==> src/hw/rtl/uhbt_pkg.sv <==
// Types and constants shared by the undo history budget tracker.
`timescale 1ns / 1ps
package uhbt_pkg;

  localparam int SIZE_W   = 31;
  localparam int TICK_W   = 64;
  localparam int COL_W    = 16;
  localparam int LINE_W   = 20;
  localparam int BUDGET_W = 21;
  localparam int IDLE_W   = 16;
  localparam int CMD_W    = 3;
  localparam int STATUS_W = 2;
  localparam int INDEX_W  = 10;
  localparam int EVICT_W  = 11;
  localparam int APB_AW   = 3;
  localparam int APB_DW   = 32;

  localparam logic [SIZE_W-1:0] SIZE_MAX   = {SIZE_W{1'b1}};
  localparam logic [IDLE_W-1:0] IDLE_RESET = 16'd1500;

  localparam logic REG_BUDGET = 1'b0;
  localparam logic REG_IDLE   = 1'b1;

  typedef enum logic [CMD_W-1:0] {
    CMD_APPEND = 3'd0,
    CMD_UNDO   = 3'd1,
    CMD_REDO   = 3'd2,
    CMD_MARK   = 3'd3,
    CMD_CLEAR  = 3'd4
  } cmd_t;

  typedef enum logic [STATUS_W-1:0] {
    ST_DONE      = 2'd0,
    ST_COALESCED = 2'd1,
    ST_REFUSED   = 2'd2
  } status_t;

  typedef enum logic [3:0] {
    S_IDLE,
    S_DECIDE,
    S_MERGE_WR,
    S_TRUNC_CHK,
    S_TRUNC_SUB,
    S_FULL_SUB,
    S_PUSH,
    S_SHRINK_CHK,
    S_SHRINK_SUB,
    S_FINISH
  } state_t;

  typedef struct packed {
    logic load;
    logic simple;
    logic push_prep;
    logic rd_en;
    logic rd_base;
    logic merge_wr;
    logic trunc_sub;
    logic evict_sub;
    logic push_wr;
    logic finish;
  } dp_cmd_t;

  typedef struct packed {
    logic is_append;
    logic merge_ok;
    logic trunc_more;
    logic full;
    logic shrink_more;
    logic out_free;
  } dp_stat_t;

endpackage

==> src/hw/rtl/uhbt_controller.sv <==
// Sequencer that steps one item through the history datapath.
`timescale 1ns / 1ps
module uhbt_controller (
  input  logic               clk,
  input  logic               rst,
  input  logic               in_valid,
  output logic               in_stall,
  input  uhbt_pkg::dp_stat_t sts,
  output uhbt_pkg::dp_cmd_t  ctl
);
  import uhbt_pkg::*;

  state_t state;
  state_t state_next;

  always_ff @(posedge clk) begin
    if (rst) begin
      state <= S_IDLE;
    end else begin
      state <= state_next;
    end
  end

  always_comb begin
    state_next = state;
    ctl        = '0;
    in_stall   = (state != S_IDLE);
    unique case (state)
      S_IDLE: begin
        if (in_valid) begin
          ctl.load   = 1'b1;
          state_next = S_DECIDE;
        end
      end
      S_DECIDE: begin
        if (!sts.is_append) begin
          ctl.simple = 1'b1;
          state_next = S_FINISH;
        end else if (sts.merge_ok) begin
          ctl.rd_en  = 1'b1;
          state_next = S_MERGE_WR;
        end else begin
          ctl.push_prep = 1'b1;
          state_next    = S_TRUNC_CHK;
        end
      end
      S_MERGE_WR: begin
        ctl.merge_wr = 1'b1;
        state_next   = S_SHRINK_CHK;
      end
      S_TRUNC_CHK: begin
        if (sts.trunc_more) begin
          ctl.rd_en  = 1'b1;
          state_next = S_TRUNC_SUB;
        end else if (sts.full) begin
          ctl.rd_en   = 1'b1;
          ctl.rd_base = 1'b1;
          state_next  = S_FULL_SUB;
        end else begin
          state_next = S_PUSH;
        end
      end
      S_TRUNC_SUB: begin
        ctl.trunc_sub = 1'b1;
        state_next    = S_TRUNC_CHK;
      end
      S_FULL_SUB: begin
        ctl.evict_sub = 1'b1;
        state_next    = S_PUSH;
      end
      S_PUSH: begin
        ctl.push_wr = 1'b1;
        state_next  = S_SHRINK_CHK;
      end
      S_SHRINK_CHK: begin
        if (sts.shrink_more) begin
          ctl.rd_en   = 1'b1;
          ctl.rd_base = 1'b1;
          state_next  = S_SHRINK_SUB;
        end else begin
          state_next = S_FINISH;
        end
      end
      S_SHRINK_SUB: begin
        ctl.evict_sub = 1'b1;
        state_next    = S_SHRINK_CHK;
      end
      S_FINISH: begin
        if (sts.out_free) begin
          ctl.finish = 1'b1;
          state_next = S_IDLE;
        end
      end
      default: begin
        state_next = S_IDLE;
      end
    endcase
  end

endmodule

==> config.mk <==
export PLATFORM = sky130hd
export DESIGN_NAME = uhbt_controller
export DESIGN_NICKNAME = d
export VERILOG_FILES = /design/src/hw/rtl/uhbt_pkg.sv /design/src/hw/rtl/uhbt_controller.sv
export SDC_FILE = /design/constraint.sdc
export NUM_CORES = 1
export LEC_CHECK = 0
export BUFFER_PORTS_ARGS = -buffer_cell sky130_fd_sc_hd__buf_2
export CORE_AREA = 4 4 41 43
export DETAILED_ROUTE_END_ITERATION = 16
export DIE_AREA = 0 0 45 47
export GPL_TIMING_DRIVEN = 1
export PLACE_DENSITY = 0.59
export SLEW_MARGIN = 5
export SYNTH_ARGS = -nofsm -noshare
export SYNTH_HDL_FRONTEND = slang
export SYNTH_SLANG_ARGS = --single-unit
==> constraint.sdc <==
create_clock -name clk -period 1.59 [get_ports clk]
set_clock_uncertainty 0.1 [all_clocks]
set_input_delay 0.0795 -clock clk [delete_from_list [all_inputs] [get_ports clk]]
set_output_delay 0.0795 -clock clk [all_outputs]
set_load 0.05 [all_outputs]
Word-level counts from Yosys, hierarchy flattened:

Index checks and enable logic that the tools add are counted.

* eq/ne operators: 11
* muxes and demuxes: 27
* reductions and logical operators: 5

Operators by type and width (number)
* case mux 4 bit (8 select lines): 1
* equality test 4 x 3 -> 1 bit, second input constant: 4
* 2-to-1 mux 4 bit: 4
* 2-to-1 mux 1 bit: 15
* 2-to-1 mux 2 bit: 5
* equality test 4 x 2 -> 1 bit, second input constant: 2
* equality test 4 bit, second input constant: 2
* equality test 4 x 1 -> 1 bit, second input constant: 1
* logical NOT 4 bit: 1
* inequality test 2 bit, second input constant: 2
* nonzero test 4 bit: 1
* case mux 1 bit (3 select lines): 1
* OR reduction 3 bit: 1
* case mux 1 bit (2 select lines): 1
* AND reduction 2 bit: 1
* OR reduction 2 bit: 1

* bits in registers: 4
* input bits: 9
* word-level logic and storage cells: 44

Depth between registers and ports, before layout:

Gate-level depths: netlist of the first run.

* depth after elaboration: 3
* gate-level depth with buffers: 5

Least setup slack after synthesis of the first run:

Ideal clock, no wire load.

* path type: register to output
* from: reg state[3]
* to: out ctl[7] in the netlist's numbering
* data arrival time: 2.341 ns
* required time: 1.410 ns
* setup slack: -0.931 ns
* stages on the path, launching flop included: 4
* cell sequence: dfxtp_1 -> buf_2 -> nand2b_1 -> nor4b_1

RTL lines
* start, declared: line uhbt_controller.sv:13 `state_t state;`
* start signal, assigned: line uhbt_controller.sv:20 `state <= state_next;`
* end, declared: line uhbt_controller.sv:9 `output uhbt_pkg::dp_cmd_t ctl`

==> impl_metrics.py, run 1 <==
metrics = {
    "clock_network": {
        "tritoncts": "yes",
        "cts.clk_slew.worst_paths_ns": 0.04,
        "clock_tree.buffer_depth": 2,
        "ctsRootBufferMaster": "clkbuf_4",
        "cts.htree.levels": 1,
        "clock_insertion_delay_worst_skew_ns": 0.25,
        "numClockSinks": 4,
        "cts-buffers-inserted": 3,
    },
    "placed_design": {
        "area_after_detailed_placement_sq_um": 584,
        "half_perimeter_wire_length_after_placement_um": 912,
        "placement.io_buffers": 19,
        "gp_congestion": 0.774,
    },
    "synthesis": {
        "postSynth.asyncResetShare": 0,
        "netlist.area_leader.share": 0.177,
        "synthesis.area_per_instance_sq_um": 7.40,
        "synth_enable_flop_cells": 0,
        "synth_area_sq_um": 452,
        "syn-instance-count": 61,
        "prevailing_post_synth_register_cell": "dfxtp_1",
        "synthDistinctLibCells": 28,
        "yosysSeqAreaShare": 0.177,
        "ys_seq_elements": 4,
        "postSynthNetCount": 70,
        "number_of_warning_messages_in_the_yosys_log": 0,
        "synth_top_cell_by_area": "dfxtp_1",
        "synth_top_cells_by_area": "dfxtp_1, nand2_1, nor2_1, nor2b_1, nor4_4",
    },
    "power_and_ir_drop": {
        "p_per_area_mw_per_mm2": 1910,
        "ir_drop_worst_case_vdd_mv": 0.981,
        "cellLeakagePower_nw": 0.301,
    },
    "critical_path": {
        "worstRegToRegCells": 5,
        "rrSetupSlack_ns": 0.15,
        "critical-path-slowest-cell": "or3b_1",
        "critPathLaunchType": "register",
        "slowest_delay_ns": 0.43,
        "worst_ep_required_time_ns": 1.41,
        "critical_path.startpoint": "state[2]",
        "critical_path_cell_count": 3,
        "critPathBufInv": 1,
        "worst_path_max_fanout": 6,
        "setup.worst_path.end": "ctl[5]",
        "endpoint_kind": "primary output",
        "critical_path_class": "register to primary output",
        "timing.critical_path.cells": "or3b_1 > a21oi_2 > buf_4",
        "worst_path_dominant_cell_family": "simple AND/OR/NAND/NOR gates",
        "rr_endpoint": "state[0]",
        "timing.rr.start": "state[2]",
        "worst_ep_arrival_time_ns": 1.36,
    },
    "detailed_routing": {
        "wl_met3_um": 79,
        "count_of_vias_placed_by_the_detailed_router": 537,
        "drt_first_iter_violations": 9,
        "routed_wirelength_normalized_by_instance_count_um": 12.8,
        "post-route-drc-count": 0,
        "route.layer.met1.wl_um": 555,
        "dr_wl_met2_um": 624,
        "remaining_antenna_violation_count_after_routing": 0,
        "postRouteWirelength_um": 1300,
        "top_layer_used": "met4",
        "routed_via_density": 5.32,
        "first_pass_iters": 4,
    },
    "global_route": {
        "grt_overflow_total": 0,
        "number_of_antenna_violations_at_the_first_check_in_global_routing": 0,
        "grt_start_max_net_pins": 15,
        "gr-usage-all-layers": 0.126,
        "grt_first_pass_wirelength_um": 1860,
        "grt_pass1_vias": 431,
    },
    "sta": {
        "tightestPinTransition_ns": 0.247,
        "slew_viol_final": 0,
        "rsz0062_at_grt": "false",
        "finalSetupViolCount": 0,
        "final.hold.worst_slack_ns": 0.141,
        "max-slew-margin-rel": 0.835,
        "period_minus_slack_ns": 1.54,
        "fmax_ghz": 0.649,
        "finalHoldViolCount": 0,
        "post-route-period-util": 0.969,
    },
    "floorplan": {
        "ioPinCount": 20,
        "placementRows": 13,
        "floorplan.die_area_sq_mm": 0.00212,
        "die_x_um": 45,
        "die-height_um": 47,
        "core_area_sq_mm": 0.00130,
        "floorplan.initialDensity": 0.347,
    },
    "finish": {
        "finalInstanceArea_sq_um": 686,
        "most_common_library_cell_in_the_layout_ignoring_fill_and_taps": "buf_2",
        "antenna-diode-count": 0,
        "final_nets": 97,
        "post_route_cells_drive_above_1_share": 0.512,
        "postLayoutCoreUtil": 0.527,
        "layout-area-overhead-vs-synth_pct": 51.8,
        "largest_register_ffs": 4,
        "biggest_register": "state",
        "layout_common_cells": "buf_2, buf_4, nand2_1, nor2_1, clkbuf_4",
        "n_fill_cell": 139,
        "reg.largest.list": "state (4)",
    },
    "run_status": {
        "run_status": "finished clean",
    },
    "hold_path": {
        "worst_hold_path_class": "primary input to register",
    },
    "job": {
        "max_cap_viol_count": 0,
    },
}
[final cells by class]
class | instances | area (sq um) | area share
sequential | 4 | 88.8 | 0.130
timing repair buffer | 27 | 180 | 0.263
tap | 15 | 18.8 | 0.0274
clock buffer | 3 | 22.5 | 0.0328
multi-input combinational | 52 | 375 | 0.547
[through the flow]
stage	setup WS [ns]	TNS, ns	cells	power (mW)
after CTS	-0.00462	-0.00462	99	1.21
after global routing	0.00271	0	101	1.39
final	0.0486	0	101	1.31
after detailed placement	0.141	0	95	1.03
after global placement	0.138	0	95	1.05
after floorplan	-0.262	-0.363	61	0.871
[worst register-to-register path, stage by stage (launching register included)]
cell and delay, ns:
dfxtp_2 0.37, buf_6 0.16, a21oi_1 0.05, nor3b_1 0.24
o221ai_1 0.18, a32o_1 0.22
[where the power goes]
group / switching, mW / leakage [nW] / total (mW) / internal [mW]
combinational: 0.571 / 0.252 / 0.956 / 0.385
clock: 0.0473 / 0.0138 / 0.132 / 0.0848
sequential: 0.0795 / 0.0346 / 0.225 / 0.145
total: 0.698 / 0.301 / 1.31 / 0.615
[per-layer routing]
metal,up-vias,global-route usage
met5,-,0
met4,0,0.105
met3,5,0.0345
met2,18,0.186
met1,240,0.153
li1,274,-
[synthesized netlist by cell type, types with 2 or more instances]
library cell	number
a21oi_1	4
and2_1	2
and3_1	2
buf_2	2
buf_4	2
dfxtp_1	4
nand2_1	8
nand2b_1	3
nor2_1	8
nor2b_1	4
nor3_2	2
nor3b_1	2
o21a_1	2
o221ai_1	2
[worst min-delay path by stage]
stage | start | endpoint | slack [ns] | cells after the start
global placement | rst | state[2] | 0.18 | 2
floorplan | rst | state[2] | 0.05 | 1
detailed placement | rst | state[2] | 0.19 | 2
finish | sts[0] | state[3] | 0.14 | 4
CTS | sts[0] | state[3] | 0.13 | 4
global route | sts[0] | state[0] | 0.17 | 3
[kinds of logic (layout without fill, tap and decap cells)]
| kind of cell | after synthesis | count (layout) | share of synthesized area |
|---|---|---|---|
| AND/OR/NAND/NOR | 37 | 37 | 0.493 |
| AO/OA/AOI/OAI | 13 | 13 | 0.208 |
| buffers and inverters | 5 | 30 | 0.0803 |
| flip-flops | 4 | 4 | 0.177 |
| XOR/XNOR | 1 | 1 | 0.0194 |
| multiplexers | 1 | 1 | 0.0222 |
[timing repair]
| item | 4_1_cts | 5_1_grt |
|---|---|---|
| endpoints found under the setup margin | 10 | 9 |
| gates resized for setup | 8 | 11 |
| pin swaps | 0 | 2 |
| hold buffers | 1 | 0 |
| setup buffers | 0 | 2 |
| endpoints found under the hold margin | 1 | 0 |
Note: power is estimated with default switching activity, not from simulation.
==> inputs of run 2 (changes only) <==
==> constraint.sdc (replaced) <==
create_clock -name clk -period 1.8 [get_ports clk]
set_clock_uncertainty 0.1 [all_clocks]
set_input_delay 0.09 -clock clk [delete_from_list [all_inputs] [get_ports clk]]
set_output_delay 0.09 -clock clk [all_outputs]
set_load 0.05 [all_outputs]
==> run 2 against run 1 <==
  * Sequential cell count stayed put
  * Die area stayed put
  * Sequential power is 11% lower
  * Clock-buffer cell count stayed put
  * Via count is 8.2% lower
  * Cell count is 5.0% lower
  * First-iteration DRC count is 33% lower
  * Worst setup slack better by 0.046 ns
  * Global-route usage is 1.1 points lower
  * Total power is 24% lower
==> impl_metrics.py, run 2 (synthesized netlist as in run 1, its figures left out) <==
metrics = {
    "critical_path": {
        "worst_ep_required_time_ns": 1.61,
        "worstRegToRegCells": 4,
        "timing.rr.start": "state[2]",
        "rrSetupSlack_ns": 0.39,
        "critical_path_class": "register to primary output",
        "endpoint_kind": "primary output",
        "worst_path_max_fanout": 13,
        "critPathLaunchType": "register",
        "worst_ep_arrival_time_ns": 1.52,
        "setup.worst_path.end": "ctl[5]",
        "rr_endpoint": "state[0]",
        "critical_path.startpoint": "state[2]",
    },
    "global_route": {
        "grt_start_max_net_pins": 15,
        "number_of_antenna_violations_at_the_first_check_in_global_routing": 0,
        "top_usage_layer": "met2",
        "grt_overflow_total": 0,
        "grt_pass1_vias": 403,
        "gr-usage-all-layers": 0.115,
        "met2_resource_use_gr": 0.169,
        "grt.met1_usage": 0.159,
        "met3_usage": 0.0383,
        "grt_first_pass_wirelength_um": 1810,
    },
    "sta": {
        "finalSetupTns_ns": 0,
        "period_minus_slack_ns": 1.71,
        "post-route-period-util": 0.948,
        "finalSetupViolCount": 0,
        "fmax_ghz": 0.586,
        "final.hold.worst_slack_ns": 0.169,
        "tightestPinTransition_ns": 0.384,
        "finalHoldViolCount": 0,
        "max-slew-margin-rel": 0.744,
        "rsz0062_at_grt": "false",
        "slew_viol_final": 0,
    },
    "detailed_routing": {
        "post-route-drc-count": 0,
        "count_of_vias_placed_by_the_detailed_router": 493,
        "remaining_antenna_violation_count_after_routing": 0,
        "first_pass_iters": 3,
        "postRouteWirelength_um": 1150,
        "drt_first_iter_violations": 6,
        "routed_via_density": 5.14,
        "routed_wirelength_normalized_by_instance_count_um": 12.0,
    },
    "power_and_ir_drop": {
        "ir_drop_worst_case_vdd_mv": 0.706,
        "cellLeakagePower_nw": 0.268,
        "p_per_area_mw_per_mm2": 1670,
        "fin_total_pwr_mw": 0.993,
    },
    "floorplan": {
        "floorplan.initialDensity": 0.347,
        "die-height_um": 47,
        "core_area_sq_mm": 0.00130,
        "die_x_um": 45,
        "floorplan.die_area_sq_mm": 0.00212,
        "placementRows": 13,
        "ioPinCount": 20,
    },
    "clock_network": {
        "numClockSinks": 4,
        "cts-buffers-inserted": 3,
        "cts.htree.levels": 1,
        "ctsRootBufferMaster": "clkbuf_4",
        "postCtsSetupBuffers": 0,
        "tritoncts": "yes",
        "clock_insertion_delay_worst_skew_ns": 0.23,
        "clock_tree.buffer_depth": 2,
        "cts.clk_slew.worst_paths_ns": 0.04,
    },
    "finish": {
        "biggest_register": "state",
        "reg.largest.list": "state (4)",
        "postLayoutCoreUtil": 0.458,
        "final_nets": 92,
        "finalInstanceArea_sq_um": 596,
        "layout-area-overhead-vs-synth_pct": 31.9,
        "layout_common_cells": "buf_2, nor2_1, nand2_1",
        "largest_register_ffs": 4,
        "most_common_library_cell_in_the_layout_ignoring_fill_and_taps": "buf_2",
        "post_route_cells_drive_above_1_share": 0.395,
        "antenna-diode-count": 0,
    },
    "placed_design": {
        "gp_congestion": 0.735,
        "placement.io_buffers": 19,
        "half_perimeter_wire_length_after_placement_um": 840,
        "area_after_detailed_placement_sq_um": 556,
    },
    "job": {
        "max_cap_viol_count": 0,
    },
    "hold_path": {
        "worst_hold_path_class": "primary input to register",
    },
    "run_status": {
        "run_status": "finished clean",
    },
}
## run 2: changes by cell type in the layout (fill, tap and decap cells not counted), moves of 2 or more
cell and delta:
nor2_1 +3, buf_6 -2, buf_4 -7, dfxtp_4 -2, buf_2 +5, nor2_2 -2
## run 2: routing by layer
layer / part of all wire / wire length [um]
met5: 0 / 0
met3: 0.070 / 81
met1: 0.49 / 560
met4: 0 / 0
met2: 0.44 / 507
## run 2: what timing repair did
action | 4_1_cts | 5_1_grt
endpoints found under the hold margin | 1 | 0
resized for setup | 0 | 4
endpoints found under the setup margin | 0 | 3
hold buffers | 1 | 0
## run 2: worst min-delay path by stage
stage	startpoint	endpoint	slack, ns	cells after the start
2_1_floorplan	rst	state[2]	0.06	1
3_3_place_gp	rst	state[2]	0.20	2
3_5_place_dp	rst	state[2]	0.20	2
4_1_cts	sts[0]	state[0]	0.15	3
5_1_grt	sts[0]	state[0]	0.18	3
6_report	sts[0]	state[0]	0.17	3
## run 2: area by class of cell
cell class / count / area [sq um]
clock buffers: 3 / 22.5
fillers: 142 / 706
multi-input cells: 52 / 349
flip-flops and latches: 4 / 82.6
well taps: 15 / 18.8
repair buffers: 22 / 123
## run 2: critical path, cell delays in order, from the launching register on
cell and delay, ns:
dfxtp_1 0.41, or3b_1 0.43, a21oi_1 0.16, buf_2 0.28
## run 2: metrics by stage
step,instances,setup WS (ns)
4_1_cts,96,0.00351
5_1_grt,96,0.0134
3_5_place_dp,92,0.264
2_1_floorplan,61,-0.0623
6_report,96,0.0943
3_3_place_gp,92,0.278
## run 2: report_power, final
| part | total (mW) | switching [mW] | internal, mW | leakage, nW |
|---|---|---|---|---|
| Clock | 0.107 | 0.0328 | 0.0743 | 0.0138 |
| Combinational | 0.686 | 0.452 | 0.234 | 0.221 |
| Sequential | 0.200 | 0.0786 | 0.122 | 0.0335 |
| Total | 0.993 | 0.563 | 0.431 | 0.268 |
==> inputs of run 3 (changes only) <==
--- a/config.mk
+++ b/config.mk
@@ -10,7 +10,7 @@
 export DETAILED_ROUTE_END_ITERATION = 16
 export DIE_AREA = 0 0 45 47
 export GPL_TIMING_DRIVEN = 1
-export PLACE_DENSITY = 0.59
+export PLACE_DENSITY = 0.69
 export SLEW_MARGIN = 5
 export SYNTH_ARGS = -nofsm -noshare
 export SYNTH_HDL_FRONTEND = slang
==> constraint.sdc (replaced) <==
create_clock -name clk -period 1.5 [get_ports clk]
set_clock_uncertainty 0.1 [all_clocks]
set_input_delay 0.075 -clock clk [delete_from_list [all_inputs] [get_ports clk]]
set_output_delay 0.075 -clock clk [all_outputs]
set_load 0.05 [all_outputs]
==> run 3 against run 2 <==
  * Sequential power rose by 13%
  * Clock power rose by 24%
  * The run now ends with setup timing left
  * Largest power group unchanged
  * Die area did not move
  * Combinational power rose by 66%
  * Sequential cell count did not move
  * Cell count rose by 8.3%
  * Largest cell class unchanged
  * Total power rose by 51%
==> impl_metrics.py, run 3 (synthesized netlist as in run 1, its figures left out) <==
metrics = {
    "sta": {
        "finalHoldViolCount": 0,
        "setup_slack_ns": -0.00403,
        "fmax_ghz": 0.665,
        "post-route-period-util": 1.00,
        "period_minus_slack_ns": 1.50,
        "tightestPinTransition_ns": 0.250,
        "rsz0062_at_grt": "true",
        "final.hold.worst_slack_ns": 0.148,
        "slew_viol_final": 0,
        "finalSetupViolCount": 1,
        "finalSetupTns_ns": -0.00403,
        "max-slew-margin-rel": 0.834,
    },
    "detailed_routing": {
        "top_layer_used": "met4",
        "route.layer.met1.wl_um": 564,
        "post-route-drc-count": 0,
        "wl_met3_um": 70,
        "postRouteWirelength_um": 1410,
        "routed_via_density": 5.40,
        "remaining_antenna_violation_count_after_routing": 0,
        "dr_wl_met2_um": 769,
        "count_of_vias_placed_by_the_detailed_router": 562,
        "routed_wirelength_normalized_by_instance_count_um": 13.6,
        "drt_first_iter_violations": 9,
        "first_pass_iters": 3,
    },
    "floorplan": {
        "floorplan.die_area_sq_mm": 0.00212,
        "die_x_um": 45,
        "die-height_um": 47,
        "core_area_sq_mm": 0.00130,
        "placementRows": 13,
        "ioPinCount": 20,
        "floorplan.initialDensity": 0.347,
    },
    "clock_network": {
        "clock_insertion_delay_worst_skew_ns": 0.24,
        "numClockSinks": 4,
        "cts-buffers-inserted": 3,
        "tritoncts": "yes",
        "clock_tree.buffer_depth": 2,
        "cts.htree.levels": 1,
        "ctsRootBufferMaster": "clkbuf_4",
        "cts.clk_slew.worst_paths_ns": 0.04,
    },
    "critical_path": {
        "critical_path_class": "register to primary output",
        "critPathBufInv": 1,
        "worst_ep_required_time_ns": 1.32,
        "critical-path-slowest-cell": "dfxtp_2",
        "timing.rr.start": "state[2]",
        "worst_path_max_fanout": 5,
        "slowest_delay_ns": 0.33,
        "rr_endpoint": "state[0]",
        "critPathLaunchType": "register",
        "endpoint_kind": "primary output",
        "worst_ep_arrival_time_ns": 1.33,
        "timing.critical_path.cells": "or2_4 > o22a_1 > nor2_2 > buf_6",
        "worst_path_dominant_cell_family": "simple AND/OR/NAND/NOR gates",
        "rrSetupSlack_ns": 0.08,
        "worstRegToRegCells": 5,
    },
    "hold_path": {
        "worst_hold_endpoint": "state[0]",
        "hold_start": "sts[0]",
        "worst_hold_path_class": "primary input to register",
        "whs_path_depth": 3,
    },
    "finish": {
        "layout_common_cells": "buf_4, buf_2, nand2_1, buf_6",
        "layout-area-overhead-vs-synth_pct": 70.6,
        "antenna-diode-count": 0,
        "finalInstanceArea_sq_um": 771,
        "reg.largest.list": "state (4)",
        "largest_register_ffs": 4,
        "most_common_library_cell_in_the_layout_ignoring_fill_and_taps": "buf_4",
        "final_nets": 100,
        "post_route_cells_drive_above_1_share": 0.607,
        "biggest_register": "state",
        "n_fill_cell": 125,
    },
    "global_route": {
        "grt_pass1_vias": 555,
        "grt_start_max_net_pins": 10,
        "number_of_antenna_violations_at_the_first_check_in_global_routing": 0,
        "grt_overflow_total": 0,
        "grt_first_pass_wirelength_um": 2310,
        "gr-usage-all-layers": 0.150,
    },
    "run_status": {
        "run_status": "finished, violations left",
        "violated_checks": "setup timing",
    },
    "job": {
        "max_cap_viol_count": 0,
    },
    "placed_design": {
        "area_after_detailed_placement_sq_um": 634,
        "placement.io_buffers": 19,
        "half_perimeter_wire_length_after_placement_um": 1070,
        "gp_congestion": 0.787,
    },
    "power_and_ir_drop": {
        "netSwitchingPower_mw": 0.792,
        "fin_total_pwr_mw": 1.50,
        "ir_drop_worst_case_vdd_mv": 0.884,
        "power_report.internal_total_mw": 0.709,
        "p_per_area_mw_per_mm2": 1950,
        "cellLeakagePower_nw": 0.334,
        "sw_frac_of_total": 0.528,
        "pwr-share-clk": 0.088,
        "share_seq_of_total_power": 0.151,
        "p_comb_frac": 0.761,
    },
}
run 3: cell count changes in the layout (fill, tap and decap cells not counted), sizes merged:
cell  delta
buf      +8
run 3: power groups by stage:
stage          Clock, mW  Combinational, mW  Sequential (mW)
3_5_place_dp           0              0.993            0.200
4_1_cts            0.144               1.10            0.212
6_report           0.133               1.14            0.227
5_1_grt            0.151               1.22            0.230
2_1_floorplan          0              0.790            0.171
3_3_place_gp           0              0.980            0.195
run 3: tightest hold or removal path, delay by kind of cell:
kind	cells	cell delay, ns
simple gates	1	0.09
compound gates	1	0.16
buf+inv	1	0.12
run 3: timing repair:
action | 4_1_cts | 5_1_grt
pin swaps | 2 | 1
gates resized for setup | 21 | 11
setup endpoints to repair | 11 | 7
setup buffers | 1 | 0
hold buffers | 1 | 0
endpoints found under the hold margin | 1 | 0
run 3: worst max-delay path by stage:
stage / start / to / slack (ns) / depth (start not counted)
after floorplan: state[3] / ctl[7] / -0.10 / 3
after global placement: state[1] / ctl[6] / 0.06 / 4
after detailed placement: state[1] / ctl[6] / 0.03 / 4
after CTS: state[2] / ctl[0] / -0.03 / 4
after global routing: state[2] / ctl[6] / -0.04 / 4
final: state[2] / ctl[6] / -0.004 / 4
run 3: area by class of cell:
class	instances	area (sq um)	area share
flip-flops and latches	4	87.6	0.114
repair buffers	30	225	0.292
clock buffers	3	22.5	0.0292
multi-input cells	52	417	0.541
well taps	15	18.8	0.0244
run 3: metal layers:
| layer | global-route usage | up-vias |
|---|---|---|
| li1 | - | 275 |
| met1 | 0.161 | 269 |
| met2 | 0.277 | 16 |
| met3 | 0.0230 | 2 |
| met4 | 0.0877 | 0 |
| met5 | 0 | - |
run 3: stage by stage:
step	setup slack, ns	util	std cells
2_1_floorplan	-0.104	-	61
3_3_place_gp	0.0557	0.488	99
3_5_place_dp	0.0348	0.488	99
4_1_cts	-0.0260	0.560	104
5_1_grt	-0.0414	0.592	104
6_report	-0.00403	0.592	104
